<file path="config.mk">
export PLATFORM = sky130hd
export DESIGN_NAME = dha_seq
export DESIGN_NICKNAME = d
export VERILOG_FILES = /design/src/sv/dha_pkg.sv /design/src/sv/dha_seq.sv
export SDC_FILE = /design/constraint.sdc
export NUM_CORES = 1
export LEC_CHECK = 0
export BUFFER_PORTS_ARGS = -buffer_cell sky130_fd_sc_hd__buf_2
export CAP_MARGIN = 20
export CORE_AREA = 2 2 39 41
export CTS_CLUSTER_DIAMETER = 80
export CTS_CLUSTER_SIZE = 14
export DETAILED_ROUTE_END_ITERATION = 12
export DIE_AREA = 0 0 41 43
export MAX_ROUTING_LAYER = met4
export SYNTH_ARGS = -nofsm -noshare
export SYNTH_HDL_FRONTEND = slang
export SYNTH_SLANG_ARGS = --single-unit
export TNS_END_PERCENT = 50
</file>
<file path="constraint.sdc">
create_clock -name clk -period 1.3 [get_ports clk]
set_clock_uncertainty 0.2 [all_clocks]
set_input_delay 0.065 -clock clk [delete_from_list [all_inputs] [get_ports clk]]
set_output_delay 0.065 -clock clk [all_outputs]
set_load 0.01 [all_outputs]
</file>
<file path="src/sv/dha_pkg.sv">
`timescale 1ns / 1ps

package dha_pkg;

    // field widths
    localparam int HANDLE_W = 10;
    localparam int COUNT_W  = 11;
    localparam int FUNC_W   = 2;

    // size of the 10-bit handle space
    localparam int HANDLE_SPACE = 1 << HANDLE_W;

    // default table depth
    localparam int MAX_HANDLES_DEF = 1024;

    // capacity register after reset
    localparam logic [COUNT_W-1:0] CAP_RESET = COUNT_W'(1024);

    // stream payload widths, rounded to whole bytes
    localparam int IN_TDATA_W  = 24;
    localparam int OUT_TDATA_W = 24;

    // operation codes
    typedef enum logic [FUNC_W-1:0] {
        FN_ALLOC = 2'd0,
        FN_FREE  = 2'd1,
        FN_CHECK = 2'd2,
        FN_READ  = 2'd3
    } func_t;

    // sequencer states
    typedef enum logic [3:0] {
        ST_IDLE,
        ST_ALLOC,
        ST_READ,
        ST_POS,
        ST_CHK,
        ST_LAST,
        ST_TAIL,
        ST_DONE
    } state_t;

    // status from the datapath to the sequencer
    typedef struct packed {
        logic  take;
        func_t func;
        logic  live;
        logic  out_free;
    } dha_stat_t;

    // control from the sequencer to the datapath
    typedef struct packed {
        state_t state;
        func_t  func;
        logic   in_ready;
    } dha_ctl_t;

endpackage

</file>
<file path="src/sv/dha_seq.sv">
`timescale 1ns / 1ps

module dha_seq (
    input  logic                clk,
    input  logic                rst_n,
    input  dha_pkg::dha_stat_t  stat,
    output dha_pkg::dha_ctl_t   ctl
);

    import dha_pkg::*;

    state_t state_reg, state_next;
    func_t  func_reg, func_next;

    // state and operation registers
    always_ff @(posedge clk or negedge rst_n)
    begin
        if (!rst_n)
        begin
            state_reg <= ST_IDLE;
            func_reg  <= FN_ALLOC;
        end
        else
        begin
            state_reg <= state_next;
            func_reg  <= func_next;
        end
    end

    // latch the operation of an accepted beat
    always_comb
    begin
        func_next = func_reg;
        if (stat.take)
        begin
            func_next = stat.func;
        end
    end

    // next state
    always_comb
    begin
        state_next = state_reg;
        case (state_reg)
            ST_IDLE:
            begin
                if (stat.take)
                begin
                    case (stat.func)
                        FN_ALLOC: state_next = ST_ALLOC;
                        FN_READ:  state_next = ST_READ;
                        default:  state_next = ST_POS;
                    endcase
                end
            end
            ST_ALLOC: state_next = ST_DONE;
            ST_READ:  state_next = ST_DONE;
            ST_POS:   state_next = ST_CHK;
            ST_CHK:
            begin
                if (func_reg == FN_FREE && stat.live)
                begin
                    state_next = ST_LAST;
                end
                else
                begin
                    state_next = ST_DONE;
                end
            end
            ST_LAST:  state_next = ST_TAIL;
            ST_TAIL:  state_next = ST_DONE;
            ST_DONE:
            begin
                if (stat.out_free)
                begin
                    state_next = ST_IDLE;
                end
            end
            default:  state_next = ST_IDLE;
        endcase
    end

    // outputs
    always_comb
    begin
        ctl.state    = state_reg;
        ctl.func     = func_reg;
        ctl.in_ready = (state_reg == ST_IDLE);
    end

endmodule

</file>
Word-level counts from Yosys, hierarchy flattened
Cells that the tools add are included.

operators by class
  mux-type cells = 5
  shifts and indexed selects = 0
  $add $sub $neg = 0
  divide/modulo/power cells = 0
  eq/ne operators = 11
  $lt $le $gt $ge = 0
  bitwise gates (word level) = 0
  reduce and logical (&&, ||, !) cells = 5
  multipliers = 0

operators with widths
  kind                                                                   number
  4-bit case mux with 6 select lines                                     1
  4-bit by 3-bit equality test with 1-bit output, second input constant  4
  4-bit by 2-bit equality test with 1-bit output, second input constant  2
  4-bit two-way mux                                                      2
  4-bit by 1-bit equality test with 1-bit output, second input constant  1
  4-bit zero test                                                        1
  2-bit inequality test, second input constant                           2
  2-bit case mux with 2 select lines                                     1
  3-bit OR reduction                                                     1
  2-bit by 1-bit equality test with 1-bit output, second input constant  1
  2-bit equality test, second input constant                             1
  2-bit zero test                                                        1
  2-bit two-way mux                                                      1
  2-bit AND reduction                                                    1
  1-bit logical AND                                                      1

storage, ports and cells
  register bits after elaboration = 6
  ROM bits = 0
  output and inout port bits = 7
  bits of input ports = 7
  latch bits = 0
  RAM bits = 0
  logic and storage cells = 23
  memories = 0

Longest topological paths before layout
Gate-level depths: netlist of run 1.

  depth in word-level cells = 4
  mapped depth = 3

Least setup slack after synthesis of run 1
No wires, ideal clock.

  path type = register to register
  from = reg state_reg[1]
  to = reg state_reg[1]
  required time = 950 ps
  path slack = -151 ps
  arrival time = 1,101 ps
  path buffers = 0
  cell stages (with the launch flop) = 4
  period minus slack after synthesis = 1,451 ps
  setup time = 150 ps
  path through = dfrtp_1 or4b_1 o22ai_1 a21oi_1

on the way
  cells in the longest elaborated chain, start to end = 3
  elaborated cells between the ends (all ways) = 13
  those cells by class = eq/ne (9); mux (1); reduce/logical (3)

ends and longest elaborated chain
  element                                                                    RTL line       RTL
  from (decl)                                                                dha_seq.sv:12  state_t state_reg, state_next;
  from (signal assigned)                                                     dha_seq.sv:25  state_reg <= state_next;
  4-bit by 3-bit equality test with 1-bit output (tied with other cells)     dha_seq.sv:44  case (state_reg)
  3-bit OR reduction (no line) or 2-bit inequality test (tied branches)      n/a
  4-bit case mux with 6 select lines or 2-bit AND reduction (tied branches)  n/a

Parallel ways exist; a longest one is shown, timed or not.
A chain may end at the register's enable or synchronous reset.

==> impl_metrics.json, run 1 <==
{
  "syn-instance-count": 25,
  "grt_pass1_vias": 302,
  "critical_path.max_fanout": 5,
  "drc": 0,
  "r2r_start": "state_reg[0]",
  "hold_viol_final": 0,
  "ys_seq_area_share_pct": 52.08,
  "synth_seq_cells": 5,
  "setup_ws_ns": -0.08348,
  "worst-setup-path-type": "reg2out",
  "final_util_pct": 34.63,
  "largest_register_ffs": 3,
  "rsz0062_at_grt": "yes",
  "fp.dieW_um": 41,
  "worstPathCellList": "buf_6 > nor3_2 > buf_4 > buf_6",
  "worstReg2RegEnd": "state_reg[1]",
  "final_antenna_net_count": 0,
  "cts.sinks": 5,
  "top_level_ports": 14,
  "numCtsBuffers": 3,
  "whs_ns": 0.1038,
  "synth.avg_cell_area_um2": 9.609,
  "antenna_found_initial": 0,
  "dp_hpwl_um": 478.3,
  "p_leak_nw": 0.2258,
  "synth_top_cell_by_area": "dfrtp_1",
  "syn_nets": 32,
  "h-tree-depth": 1,
  "critical-path-max-stage-delay_ns": 0.38,
  "ys_types": 13,
  "synth.area.top_cells": "dfrtp_1, mux2_2, nand2_1",
  "grt_overflow": 0,
  "num_antenna_cells": 0,
  "layout.nets": 61,
  "rrSetupSlack_ns": -0.08,
  "irDropWorstVdd_uv": 502.2,
  "initialDrtViolationCount": 1,
  "yosys-top-cells-count": "dfrtp_1, nand2_1, nor2_1",
  "ys_async_sr_fraction_pct": 100.0,
  "cts-root-buf": "clkbuf_4",
  "via_per_inst": 3.841,
  "fin_crit_sh_pct": 106.4,
  "drt-total-wl_um": 618,
  "r2r_cells": 3,
  "status": "finished with violations",
  "core_um2": 1384,
  "required_ns": 1.03,
  "dp_slack_ns": -0.08953,
  "endpoint": "ctl[0]",
  "worstSetupStartpointType": "register",
  "cts_tree": "yes",
  "cp-startpoint": "state_reg[1]",
  "cp-end-kind": "output pin",
  "setup_viol": 2,
  "clockBufferDepth": 2,
  "tns_ns": -0.1637,
  "yosysWarnings": 0,
  "crit_arrival_ns": 1.12,
  "dieArea_um2": 1763,
  "cap_violations": 0,
  "avgRoutedWirePerCell_um": 8.957,
  "fmax_mhz": 722.8,
  "area_growth_pct": 99.48,
  "hp-class": "in2reg",
  "grt_max_degree": 6,
  "numPortBuffers": 12,
  "gp_congestion": 0.7101,
  "crit_path_frequent_cell": "buf_6",
  "syn_area_um2": 240.2,
  "min_period_ns": 1.383,
  "synthFlopType": "dfrtp_1",
  "critPathTopFamily": "flip-flops",
  "critPathBufInv": 3,
  "violations": "setup timing",
  "drive_above_1_share_pct": 49.06,
  "synth-edff-count": 0,
  "clock_latency_ns": 0.24,
  "grt_pass1_wl_um": 1117,
  "critPathSlowestCell": "dfrtp_1",
  "powerDensity_nw_per_um2": 1668,
  "fillers": 147,
  "grt_use_total_pct": 10.47,
  "start_util_pct": 17.36,
  "path_clk_slew_ns": 0.04,
  "path_depth": 4,
  "report.final.slew_viol_count": 0,
  "drt_first_pass_iters": 2,
  "rows": 14,
  "die_h_um": 43,
  "p_total_mw": 0.7993,
  "vias": 265,
  "yosysTopAreaCellShare_pct": 52.08
}
-- layer usage --
layer / share of wire, % / track usage [%] / wire length [um]
met1: 31 / 9.211 / 193
met3: 4.2 / 1.571 / 26
met2: 65 / 17.19 / 399
met5: 0 / - / 0
met4: 0 / 10.00 / 0
-- power breakdown --
group | internal (mW) | leakage [nW] | switching, mW | total (mW)
registers | 0.206 | 0.0549 | 0.0372 | 0.243
clock network | 0.116 | 0.0150 | 0.0580 | 0.174
logic | 0.218 | 0.156 | 0.165 | 0.383
total | 0.540 | 0.226 | 0.260 | 0.799
-- cells by family (layout without fill, tap and decap cells) --
logic type             after synthesis  in the layout  synth area share [%]
and+or+nand+nor                     11             11                 21.87
other                                1              1                 1.561
muxes                                2              2                 9.374
AOI/OAI and AO/OA                    5              5                 11.98
buffers and inverters                1             29                 3.126
DFF                                  5              5                 52.08
-- worst reg2reg max path: stages (launching register included) --
cell and delay, ns:
dfrtp_1 0.38, or4b_1 0.50, o22ai_1 0.12, a21oi_1 0.06
-- through the flow --
step                instances  instance area, um2
CTS                        69               470.5
finish                     69               479.2
global route               69               479.2
detailed placement         57               350.3
floorplan                  25               240.2
global placement           57               350.3
-- layout by cell type (no fill, tap or decap) --
cell	count
and2b_1	1
o21ai_0	1
dfrtp_1	5
conb_1	1
clkbuf_1	1
buf_2	11
dlygate4sd3_1	6
clkbuf_4	3
or4b_1	1
o22ai_1	1
a21oi_1	2
nand2_1	5
nor2_1	3
buf_6	4
a22oi_2	1
nor3_2	1
buf_4	4
mux2_2	2
-- cell type report --
type                       instances  area, um2  share of cell area, %
sequential                         5      125.1                  26.11
timing repair buffer              25      190.2                  39.69
multi-input combinational         19      117.6                  24.54
tap                               16      20.02                  4.178
clock buffer                       4      26.28                  5.483
-- worst min-delay path by stage --
stage                  from           end  slack [ns]  cells past startpoint
floorplan             rst_n   func_reg[0]       -0.43                      0
global placement      rst_n  state_reg[2]       -0.32                      1
detailed placement    rst_n  state_reg[2]       -0.32                      1
CTS                 stat[1]  state_reg[1]         0.1                      4
global route        stat[1]  state_reg[1]        0.18                      4
finish              stat[1]  state_reg[1]        0.10                      4
-- timing repair --
action,in CTS,in global routing
setup buffers,2,0
pin swaps,2,1
endpoints found under the setup margin,2,4
gates resized for setup,4,2
hold buffers,6,0
endpoints found under the hold margin,10,0
Power figures use the tool's default switching activity.
==> run 2, diff against run 1 <==
Settings changed: GPL_ROUTABILITY_DRIVEN from default to 0.
Clock period 1.3 ns to 1.5 ns, I/O delays scaled along.
==> impl_metrics.json, run 2 (synthesis gave the netlist of run 1 again) <==
{
  "status": "finished, final reports clean",
  "fp.dieW_um": 41,
  "layout_commonest_cell": "buf_2",
  "worstSetupStartpointType": "register",
  "critPathSlowestCell": "dfrtp_1",
  "powerDensity_nw_per_um2": 1409,
  "numCtsBuffers": 3,
  "worstReg2RegEnd": "state_reg[1]",
  "antenna_found_initial": 0,
  "clockBufferDepth": 2,
  "avgRoutedWirePerCell_um": 9.379,
  "crit_arrival_ns": 1.15,
  "layout_common_cells": "buf_2, dlygate4sd3_1, nand2_1, dfrtp_1, buf_4",
  "tns_ns": 0,
  "r2r_start": "state_reg[0]",
  "via_per_inst": 4.015,
  "hp-class": "in2reg",
  "grt_overflow": 0,
  "cp-end-kind": "output pin",
  "final_antenna_net_count": 0,
  "start_util_pct": 17.36,
  "grt_use_met2_pct": 13.75,
  "top_usage_layer": "met2",
  "min_period_ns": 1.430,
  "grt_pass1_vias": 270,
  "cap_violations": 0,
  "cts-root-buf": "clkbuf_4",
  "setup_viol": 0,
  "r2r_cells": 3,
  "clock_latency_ns": 0.24,
  "hold_viol_final": 0,
  "holdCritStartpoint": "stat[1]",
  "grt_max_degree": 7,
  "fillers": 156,
  "required_ns": 1.22,
  "grt_use_total_pct": 9.204,
  "report.final.slew_viol_count": 0,
  "critical-path-max-stage-delay_ns": 0.36,
  "top_level_ports": 14,
  "rrSetupSlack_ns": 0.14,
  "hold_depth": 4,
  "core_um2": 1384,
  "dieArea_um2": 1763,
  "fin_crit_sh_pct": 95.30,
  "h-tree-depth": 1,
  "rsz0062_at_grt": "no",
  "grt_pass1_wl_um": 1000,
  "worstPathCellList": "buf_4 > nor3_2 > buf_4 > buf_2",
  "area_growth_pct": 80.73,
  "met3_usage_pct": 1.571,
  "drc": 0,
  "worst-setup-path-type": "reg2out",
  "path_clk_slew_ns": 0.04,
  "drive_above_1_share_pct": 44.00,
  "vias": 265,
  "rows": 14,
  "p_leak_nw": 0.2073,
  "largest_register_ffs": 3,
  "irDropWorstVdd_uv": 373.9,
  "fmax_mhz": 699.5,
  "layout.nets": 58,
  "die_h_um": 43,
  "num_antenna_cells": 0,
  "crit_path_frequent_cell": "buf_4",
  "numPortBuffers": 12,
  "initialDrtViolationCount": 4,
  "hold_end": "state_reg[1]",
  "cts_tree": "yes",
  "whs_ns": 0.08621,
  "drt_first_pass_iters": 2,
  "cts.sinks": 5,
  "drt-total-wl_um": 619,
  "critical_path.max_fanout": 5,
  "met1_usage_pct": 8.824
}
run 2: final cells by class:
type | count | area, um2 | area share, %
tap | 16 | 20.02 | 4.611
multi-input combinational | 19 | 112.6 | 25.94
clock buffer | 4 | 26.28 | 6.052
timing repair buffer | 22 | 150.1 | 34.58
sequential | 5 | 125.1 | 28.82
run 2: critical path: cells and delay by family (launching register included):
kind / cells / cell delay, ns
simple gates: 1 / 0.16
flops: 1 / 0.36
buf+inv: 3 / 0.40
run 2: worst max path at each step:
stage                      start      endpoint  slack [ns]  depth (start not counted)
CTS                 state_reg[0]        ctl[0]       0.009                          4
global placement    state_reg[1]  state_reg[1]        0.15                          3
floorplan           state_reg[1]  state_reg[1]        0.05                          3
detailed placement  state_reg[0]  state_reg[1]        0.13                          3
global route        state_reg[1]        ctl[0]        0.01                          4
finish              state_reg[1]        ctl[0]        0.07                          4
run 2: timing repair:
| action | 4_1_cts | 5_1_grt |
|---|---|---|
| resized for setup | 0 | 1 |
| setup buffers | 0 | 1 |
| endpoints found under the setup margin | 0 | 1 |
| hold buffers | 6 | 0 |
| endpoints found under the hold margin | 10 | 0 |
run 2: metal layers:
metal,wire (um),up-vias
met5,0,-
met1,246,121
met4,0,0
li1,-,136
met3,38,0
met2,334,8
run 2: metrics by stage:
stage | area, um2 | worst slack, ns | total power, mW | utilization (%) | std cells
2_1_floorplan | 240.2 | 0.04895 | 0.3266 | - | 25
3_3_place_gp | 335.3 | 0.1470 | 0.4420 | 24.23 | 55
3_5_place_dp | 335.3 | 0.1310 | 0.4472 | 24.23 | 55
4_1_cts | 421.7 | 0.008588 | 0.6207 | 30.47 | 65
5_1_grt | 434.2 | 0.01426 | 0.6686 | 31.37 | 66
6_report | 434.2 | 0.07044 | 0.6119 | 31.37 | 66
run 2: power breakdown:
part | internal, mW | switching (mW)
combinational | 0.129 | 0.121
clock | 0.100 | 0.0510
sequential | 0.178 | 0.0327
